`config.mk`:
```
export PLATFORM = sky130hd
export DESIGN_NAME = sst_cell
export DESIGN_NICKNAME = d
export VERILOG_FILES = /design/src/design/sst_pkg.sv /design/src/design/sst_cell.sv
export SDC_FILE = /design/constraint.sdc
export NUM_CORES = 1
export LEC_CHECK = 0
export ABC_AREA = 1
export BUFFER_PORTS_ARGS = -buffer_cell sky130_fd_sc_hd__buf_2
export CELL_PAD_IN_SITES_DETAIL_PLACEMENT = 1
export CELL_PAD_IN_SITES_GLOBAL_PLACEMENT = 1
export CORE_UTILIZATION = 25
export DETAILED_ROUTE_END_ITERATION = 8
export HOLD_SLACK_MARGIN = 0.06
export PLACE_DENSITY = 0.81
export SYNTH_ARGS = -nofsm -noshare
export SYNTH_HDL_FRONTEND = slang
export SYNTH_SLANG_ARGS = --single-unit
```
`constraint.sdc`:
```
create_clock -name clock -period 2.55 [get_ports clock]
set_input_delay 0.765 -clock clock [delete_from_list [all_inputs] [get_ports clock]]
set_output_delay 0.765 -clock clock [all_outputs]
set_load 0.02 [all_outputs]
```
`src/design/sst_pkg.sv`:
```
package sst_pkg;

   // default store depth and fixed field widths
   localparam int SET_CAPACITY_DEF = 64;
   localparam int VALUE_W          = 32;
   localparam int INDEX_W          = 6;
   localparam int COUNT_OUT_W      = 7;
   localparam int REQ_DATA_W       = 40;
   localparam int RSP_DATA_W       = 48;

   typedef enum logic [1:0] {
      MODE_INSERT = 2'd0,
      MODE_REMOVE = 2'd1,
      MODE_LOOKUP = 2'd2,
      MODE_READ   = 2'd3
   } mode_type;

   typedef enum logic [1:0] {
      STAT_DONE     = 2'd0,
      STAT_NOCHANGE = 2'd1,
      STAT_FULL     = 2'd2,
      STAT_RANGE    = 2'd3
   } status_type;

   typedef enum logic {
      ST_IDLE  = 1'b0,
      ST_APPLY = 1'b1
   } state_type;

   // broadcast from the controller to every cell
   typedef struct packed {
      logic                       eval;
      logic                       do_ins;
      logic                       do_rem;
      logic signed [VALUE_W-1:0]  eval_value;
      logic signed [VALUE_W-1:0]  hold_value;
      logic [INDEX_W-1:0]         index;
   } cell_ctl_type;

endpackage

```
`src/design/sst_cell.sv`:
```
module sst_cell import sst_pkg::*; #(
   parameter int POS   = 0,
   parameter int CNT_W = 7
) (
   input  logic                      clock,
   input  logic                      reset,
   input  cell_ctl_type              ctl,
   input  logic [CNT_W-1:0]          count,
   input  logic                      lo_ins,
   input  logic [VALUE_W-1:0]        lo_data,
   input  logic [VALUE_W-1:0]        hi_data,
   output logic [VALUE_W-1:0]        data,
   output logic                      ins,
   output logic                      eq,
   output logic [VALUE_W-1:0]        rd_data
);

   localparam int CMP_W = (CNT_W > INDEX_W) ? CNT_W : INDEX_W;
   localparam logic [CNT_W-1:0] POS_C   = CNT_W'(POS);
   localparam logic [CMP_W-1:0] POS_IDX = CMP_W'(POS);

   logic [VALUE_W-1:0] data_ff, data_in;
   logic               eq_ff, eq_in;
   logic               gt_ff, gt_in;
   logic               sel_ff, sel_in;
   logic               occ;

   // compare against the broadcast operand
   always_comb begin
      occ    = POS_C < count;
      eq_in  = occ && (data_ff == ctl.eval_value);
      gt_in  = occ && ($signed(data_ff) > ctl.eval_value);
      sel_in = occ && (CMP_W'(ctl.index) == POS_IDX);
   end

   // this cell opens or shifts up on insert
   assign ins = gt_ff || (POS_C == count);

   // new entry from the neighbours
   always_comb begin
      data_in = data_ff;
      if (ctl.do_ins && ins) begin
         data_in = lo_ins ? lo_data : ctl.hold_value;
      end else if (ctl.do_rem && (eq_ff || gt_ff)) begin
         data_in = hi_data;
      end
   end

   always_ff @(posedge clock) begin
      data_ff <= data_in;
   end

   always_ff @(posedge clock) begin
      if (reset) begin
         eq_ff  <= 1'b0;
         gt_ff  <= 1'b0;
         sel_ff <= 1'b0;
      end else if (ctl.eval) begin
         eq_ff  <= eq_in;
         gt_ff  <= gt_in;
         sel_ff <= sel_in;
      end
   end

   assign data    = data_ff;
   assign eq      = eq_ff;
   assign rd_data = sel_ff ? data_ff : '0;

endmodule

```
==> results.toml, run 1 <==
[synthesis]
synthAdderAreaFrac_pct = 12.84
avgSynthCellArea_um2 = 7.054
synthSimpleGateAreaFrac_pct = 20.87
ys.flop_type = "edfxtp_1"
ys_top_cells_by_area = "edfxtp_1 31%, nand2_1 16%, inv_1 13%"
synth-async-reset-ratio_pct = 0
synth_top_family_by_area = "simple AND/OR/NAND/NOR gates"
yosysMostFrequentCell = "nand2_1"
netlist_top_cells_count = "137 x nand2_1, 107 x inv_1, 35 x o21ai_0, 32 x edfxtp_1, 32 x ha_1"
synth_cell_type_count = 25
synth_nets = 621
synth_xor_area_share_pct = 0
netlist_area_um2 = 3118
yosysWarningCount = 0
yosysSeqAreaShare_pct = 32.74
synth-compound-area-share_pct = 16.97
synth_mux_area_share_pct = 0
netlist_instances = 442
synth_top_area_share_pct = 30.82
yosysTopAreaCell = "edfxtp_1"
synth-edff-count = 32
synth_seq_cells = 35

[timing]
rsz0062_at_grt = "no"
clock_skew_ps = 3.080
finalSetupViolCount = 0
fin_crit_ps = 2312
final_max_slew_viol_count = 0
relSlewSlack_pct = 64.08
finalSetupTns_ps = 0
postLayoutSetupSlackWorst_ps = 237.6
hold_viol = 0
fin_crit_sh_pct = 90.68
worst_slew_pin_slew_ps = 538.8
max_freq_mhz = 432.4

[finish]
fillCellCount = 1596
final_util_pct = 37.18
multiInputGateArea_um2 = 1583
drive_gt1_share_pct = 38.62
nets = 828
antenna_cells = 0
regArea_um2 = 1021
instances_no_fill = 818
area_growth_pct = 43.82

[setup_path]
arrival_ps = 1550
cp-end-kind = "primary output"
reg2reg_depth = 9
r2r-start = "data[23]"
critPathLaunchType = "primary input"
cp_data_required_time_ps = 1790
worstSetupPathType = "primary input to primary output"
r2r-end = "gt_ff"
path_max_fanout = 2
rrSetupSlack_ps = 710

[grt]
grt_max_degree = 65
grt-ovfl-total = 0
grt_usage_pct = 15.53
antenna_found_initial = 0
grt_first_pass_wirelength_um = 16070
grt_pass1_vias = 3539

[power]
seqPwrFrac_pct = 39.2
switching_share_pct = 30.60
power_frac_clock_pct = 32.2
peakVddDrop_mv = 0.2245
power.net_switching_mw = 0.5622
power_frac_comb_pct = 28.6
power_density_nw_per_um2 = 409.7
p_leak_nw = 2.779
p_total_mw = 1.837
p_int_mw = 1.275

[placed_design]
dp_slack_ps = 221.5
hpwl_um = 8573
gp_congestion = 0.7415
dpl.cell_count = 810
port_buffers = 212

[clock_network]
cts_setup_buffers = 0
postCtsHoldBufs = 0
cts_buffers = 5
clk_path_buf_depth = 2
ctsResizeCount = 0
htree_levels = 2
cts_sinks = 35
clk_pin_slew_ps = 60
cts_tree = "built"
cts-root-buf = "clkbuf_16"
clk_latency_ps = 270

[outcome]
outcome = "finished, final reports clean"

[die]
num_rows = 40
fp.dieH_um = 113.7
die_area_um2 = 12920
fp.coreArea_um2 = 12060
start_util_pct = 25.85
ioPinCount = 213
die_x_um = 113.7

[worst_hold_path]
hold_end = "sel_ff"
whs_path_depth = 2
hp-start = "sel_ff"
min_path_type = "flop to flop"

[routing]
dr.pass1.iters = 4
num_vias = 3521
ant_nets = 0
wire_per_inst_um = 12.49
routed_wl_um = 10210
first_iter_violations = 47
drt-vias-per-instance = 4.304
drc = 0

[run]
cap_violations = 0
worst max-delay path: stages:
cell and delay [ps]:
buf_2 100, nor2_1 100, nand2_1 70, nor4_2 190, or2_4 170, buf_2 150
cell families (layout without fill, tap and decap cells):
logic type / count (synthesis) / in the layout
adders and majority gates: 32 / 32
DFF: 35 / 35
AOI/OAI and AO/OA: 87 / 87
buffers and inverters: 125 / 333
and+or+nand+nor: 163 / 163
through the flow:
stage | area [um^2] | hold WS, ps
6_report | 4484 | 474.0
5_1_grt | 4484 | 491.4
4_1_cts | 4484 | 480.2
3_5_place_dp | 4347 | 472.1
3_3_place_gp | 4347 | 449.0
2_1_floorplan | 3120 | 447.8
cell usage in the layout, fill, tap and decap left out, drive strengths merged:
master  netlist  final
a21o          1      1
a21oi        17     17
and3b         1      1
buf          10    218
clkbuf        8      7
clkinv        0      1
dfxtp         3      3
edfxtp       32     32
ha           32     32
inv         107    107
nand2       138    138
nand3         5      5
nand4         3      3
nor2         12     12
nor3          1      1
nor4          2      2
o21a          2      2
o21ai        67     67
or2           1      1
state kept, by name (all words and copies together), names as in the netlist:
name and flops:
eq 1, data 32, gt_ff 1, sel_ff 1
how the worst max path moves through the flow:
stage | from | to
floorplan | count[4] | data[0]
global placement | count[4] | ins
detailed placement | count[1] | ins
CTS | count[1] | ins
global route | count[1] | ins
finish | count[1] | ins
power groups by stage:
stage	sequential, mW	combinational [mW]	clock (mW)
after floorplan	0.771	0.266	0
after global placement	0.731	0.509	0
after detailed placement	0.733	0.535	0
after CTS	0.721	0.536	0.617
after global routing	0.727	0.595	0.628
final	0.720	0.525	0.591
per-layer routing:
| metal | part of all wire (%) | wire length (um) | vias up | global-route usage (%) |
|---|---|---|---|---|
| li1 | - | - | 1787 | - |
| met1 | 40 | 4103 | 1618 | 17.63 |
| met2 | 54 | 5501 | 106 | 30.16 |
| met3 | 4.7 | 477 | 10 | 1.913 |
| met4 | 1.3 | 130 | 0 | 4.298 |
| met5 | 0 | 0 | - | 0 |
area by class of cell:
type,count,share of cell area (%)
inverters,107,8.956
clock inverters,1,0.1116
multi-input cells,282,35.30
clock buffers,7,2.958
flip-flops and latches,35,22.77
well taps,168,4.688
repair buffers,218,25.22
(Power assumes the default switching activity.)
==> run 2: changes to the inputs <==
--- a/config.mk
+++ b/config.mk
@@ -11,8 +11,9 @@
 export CELL_PAD_IN_SITES_GLOBAL_PLACEMENT = 1
 export CORE_UTILIZATION = 25
 export DETAILED_ROUTE_END_ITERATION = 8
-export HOLD_SLACK_MARGIN = 0.06
+export HOLD_SLACK_MARGIN = 0.12
 export PLACE_DENSITY = 0.81
+export REMOVE_ABC_BUFFERS = 1
 export SYNTH_ARGS = -nofsm -noshare
 export SYNTH_HDL_FRONTEND = slang
 export SYNTH_SLANG_ARGS = --single-unit
==> results.toml, run 2 (synthesis results as in run 1) <==
[outcome]
outcome = "finished, final reports clean"

[timing]
final_max_slew_viol_count = 0
hold_viol = 0
fin_crit_ps = 2337
finalSetupViolCount = 0
clock_skew_ps = 4.205
fin_crit_sh_pct = 91.63
hold_ws_ps = 479.7
worst_slew_pin_slew_ps = 497.9
max_freq_mhz = 428.0
relSlewSlack_pct = 66.45
rsz0062_at_grt = "no"

[setup_path]
cp-endpoint = "ins"
crit_start = "count[1]"
cp-end-kind = "primary output"
arrival_ps = 1570
critPathLaunchType = "primary input"
worstSetupPathType = "primary input to primary output"
cp.buffers_inverters = 2
rrSetupSlack_ps = 740
path_depth = 6
cp_data_required_time_ps = 1790
r2r-start = "data[23]"
worst_path_largest_cell_delay_ps = 200
r2r-end = "gt_ff"
reg2reg_depth = 9
crit_family = "simple AND/OR/NAND/NOR gates"
cp_common_cell = "buf_2"
path_max_fanout = 2
crit_slowest_cell = "nor4_2"
worstPathCellList = "buf_2 > nor2_1 > nand2_1 > nor4_2 > or2_4 > buf_2"

[grt]
grtUsageMet3_pct = 2.179
grt-busiest-layer = "met2"
grt_pass1_vias = 3636
grtUsageMet2_pct = 33.46
met1_usage_pct = 17.61
grt_max_degree = 37
antenna_found_initial = 0
grt_first_pass_wirelength_um = 16640
grt_usage_pct = 16.43
grt-ovfl-total = 0

[finish]
layout_commonest_cell = "buf_2"
antenna_cells = 0
nets = 828
final_util_pct = 37.27
area_growth_pct = 44.18
largest_register_ffs = 32
layout_common_cells = "212 x buf_2, 136 x nand2_1, 107 x inv_1, 35 x o21ai_0"
drive_gt1_share_pct = 38.46

[power]
p_int_mw = 1.272
seqPwrFrac_pct = 39.4
power_frac_clock_pct = 31.7
power_density_nw_per_um2 = 406.9
p_leak_nw = 2.783
switching_share_pct = 30.47
power_frac_comb_pct = 28.9
p_total_mw = 1.829
peakVddDrop_mv = 0.1889
power.net_switching_mw = 0.5575

[clock_network]
cts_buffers = 5
cts-root-buf = "clkbuf_16"
cts_sinks = 35
postCtsHoldBufs = 0
cts_setup_buffers = 0
cts_tree = "built"
htree_levels = 2
ctsResizeCount = 0
clk_latency_ps = 280
clk_path_buf_depth = 2
clk_pin_slew_ps = 60

[routing]
ant_nets = 0
drc = 0
dr.pass1.iters = 4
num_vias = 3555
routed_wl_um = 10400
wire_per_inst_um = 12.71
first_iter_violations = 73
drt-vias-per-instance = 4.346

[die]
num_rows = 40
die_x_um = 113.7
fp.coreArea_um2 = 12060
die_area_um2 = 12920
ioPinCount = 213
fp.dieH_um = 113.7
start_util_pct = 25.85

[worst_hold_path]
min_path_type = "flop to flop"

[placed_design]
hpwl_um = 8869
port_buffers = 212
gp_congestion = 0.7463

[run]
cap_violations = 0
==> run 2: changes by cell type in the layout (fill, tap and decap cells not counted) <==
cell,before,now
clkinv_1,0,2
clkbuf_1,2,1
buf_4,4,3
clkinv_2,1,0
buf_12,2,3
==> run 2: worst min path at each step <==
stage | startpoint | endpoint | slack (ps) | cells past startpoint
CTS | eq | eq | 490 | 2
floorplan | gt_ff | gt_ff | 450 | 2
detailed placement | eq | eq | 480 | 2
global placement | eq | eq | 470 | 2
global route | gt_ff | gt_ff | 510 | 2
finish | eq | eq | 480 | 2
==> run 2: stage by stage <==
stage	worst slack, ps	TNS [ps]	cells	area [um^2]
floorplan	-767.9	-24570	424	3003
global placement	275.0	0	810	4359
detailed placement	193.1	0	810	4359
CTS	182.8	0	818	4496
global route	122.1	0	818	4496
finish	213.5	0	818	4496
==> run 2: tightest hold or removal path, cell delays in order (launching register included) <==
cell and delay (ps):
dfxtp_1 320, nand2_1 60, a21oi_1 50
==> run 2: layout make-up <==
type | count | area [um^2]
Multi-Input combinational cell | 282 | 1583
Clock buffer | 6 | 128.9
Fill cell | 1600 | 7566
Timing Repair Buffer | 218 | 1144
Inverter | 107 | 401.6
Sequential cell | 35 | 1021
Tap cell | 168 | 210.2
Clock inverter | 2 | 7.507
==> run 2: power by group through the flow <==
stage / logic [mW] / registers, mW / clock network, mW
5_1_grt: 0.605 / 0.727 / 0.627
3_3_place_gp: 0.514 / 0.732 / 0
6_report: 0.530 / 0.720 / 0.579
4_1_cts: 0.545 / 0.722 / 0.608
2_1_floorplan: 0.241 / 0.772 / 0
3_5_place_dp: 0.542 / 0.734 / 0
==> run 2: layer usage <==
layer,part of all wire (%),vias to the layer above
met4,0.63,0
li1,-,1788
met3,5.0,4
met5,0,-
met2,56,115
met1,38,1648
==> run 3: changes to the inputs <==
--- a/config.mk
+++ b/config.mk
@@ -12,8 +12,9 @@
 export CORE_UTILIZATION = 25
 export DETAILED_ROUTE_END_ITERATION = 8
 export HOLD_SLACK_MARGIN = 0.12
-export PLACE_DENSITY = 0.81
+export PLACE_DENSITY_LB_ADDON = 0.1
 export REMOVE_ABC_BUFFERS = 1
+export SKIP_CTS_REPAIR_TIMING = 1
 export SYNTH_ARGS = -nofsm -noshare
 export SYNTH_HDL_FRONTEND = slang
 export SYNTH_SLANG_ARGS = --single-unit
==> results.toml, run 3 (synthesis results as in run 1) <==
[timing]
fin_crit_ps = 2294
clock_skew_ps = 3.369
worst_slew_pin_slew_ps = 369.0
max_freq_mhz = 435.9
postLayoutSetupSlackWorst_ps = 256.0
rsz0062_at_grt = "no"
final_max_slew_viol_count = 0
hold_viol = 0
relSlewSlack_pct = 75.40
hold_ws_ps = 486.7
finalSetupViolCount = 0
fin_crit_sh_pct = 89.96

[clock_network]
cts_buffers = 5
htree_levels = 2
cts_tree = "built"
cts-root-buf = "clkbuf_16"
clk_pin_slew_ps = 60
clk_path_buf_depth = 2
cts_sinks = 35
clk_latency_ps = 280

[power]
p_leak_nw = 2.775
power_frac_clock_pct = 32.5
power_frac_comb_pct = 28.2
p_total_mw = 1.833
p_int_mw = 1.273
power_density_nw_per_um2 = 408.3
power.net_switching_mw = 0.5597
peakVddDrop_mv = 0.1909
seqPwrFrac_pct = 39.3
switching_share_pct = 30.54

[finish]
layout_common_cells = "212 x buf_2, 136 x nand2_1, 107 x inv_1, 35 x o21ai_0"
nets = 827
antenna_cells = 0
layout_commonest_cell = "buf_2"
regArea_um2 = 1021
fillCellCount = 1615
drive_gt1_share_pct = 38.52
area_growth_pct = 43.98
largest_register_ffs = 32
multiInputGateArea_um2 = 1583

[die]
num_rows = 40
ioPinCount = 213
start_util_pct = 25.85
fp.dieH_um = 113.7
die_x_um = 113.7
fp.coreArea_um2 = 12060
die_area_um2 = 12920

[setup_path]
crit_family = "simple AND/OR/NAND/NOR gates"
arrival_ps = 1530
cp-end-kind = "primary output"
critPathLaunchType = "primary input"
worstPathCellList = "buf_2 > nor2_1 > nand2_1 > nor4_2 > or2_4 > buf_2"
worstSetupPathType = "primary input to primary output"
path_max_fanout = 2
crit_slowest_cell = "nor4_2"
worst_path_largest_cell_delay_ps = 180
cp.buffers_inverters = 2
cp_data_required_time_ps = 1790
cp_common_cell = "buf_2"

[worst_hold_path]
min_path_type = "flop to flop"

[run]
cap_violations = 0

[routing]
ant_nets = 0
drc = 0
first_iter_violations = 79
drt-vias-per-instance = 4.176
wire_per_inst_um = 12.12
routed_wl_um = 9901
num_vias = 3412
dr.pass1.iters = 4

[placed_design]
dp_slack_ps = 231.6
port_buffers = 212
gp_congestion = 0.7281
hpwl_um = 8159

[outcome]
outcome = "finished, final reports clean"

[grt]
grt_pass1_vias = 3329
grt_usage_pct = 15.24
grt_max_degree = 65
antenna_found_initial = 0
grt_first_pass_wirelength_um = 15570
grt-ovfl-total = 0
[run 3: path summary, 6_finish.rpt]
| path | slack, ps | end | startpoint | cells after the start |
|---|---|---|---|---|
| min | 490 | gt_ff | gt_ff | 2 |
| max | 260 | ins | count[4] | 6 |
| min reg2reg | 490 | gt_ff | gt_ff | 2 |
| max reg2reg | 780 | gt_ff | data[31] | 9 |
[run 3: cell type report]
cell class | instances | share of cell area, %
Multi-Input combinational cell | 282 | 35.26
Timing Repair Buffer | 217 | 25.31
Sequential cell | 35 | 22.74
Inverter | 107 | 8.946
Tap cell | 168 | 4.682
Clock buffer | 7 | 2.954
Clock inverter | 1 | 0.1115
[run 3: per-stage QoR]
stage	cell area, um^2	instances	setup TNS, ps	utilization, %
4_1_cts	4489	817	0	37.22
3_5_place_dp	4352	809	0	36.08
6_report	4489	817	0	37.22
2_1_floorplan	3003	424	-24570	-
3_3_place_gp	4352	809	0	36.08
5_1_grt	4489	817	0	37.22
[run 3: metal layers]
layer | GRT usage, % | up-vias | routed length, um
met1 | 18.19 | 1514 | 4239
met5 | 0 | - | 0
met2 | 28.21 | 109 | 5071
met4 | 4.211 | 0 | 77
li1 | - | 1785 | -
met3 | 2.285 | 4 | 514
[run 3: power by group through the flow]
stage | sequential, mW | clock, mW | combinational [mW]
finish | 0.720 | 0.596 | 0.517
global route | 0.725 | 0.639 | 0.590
CTS | 0.721 | 0.623 | 0.532
detailed placement | 0.733 | 0 | 0.529
global placement | 0.732 | 0 | 0.511
floorplan | 0.772 | 0 | 0.241
[run 3: tightest hold or removal path: stages, from the launching register on]
cell     delay, ps
dfxtp_1        320
nand2_1         60
a21oi_1         60
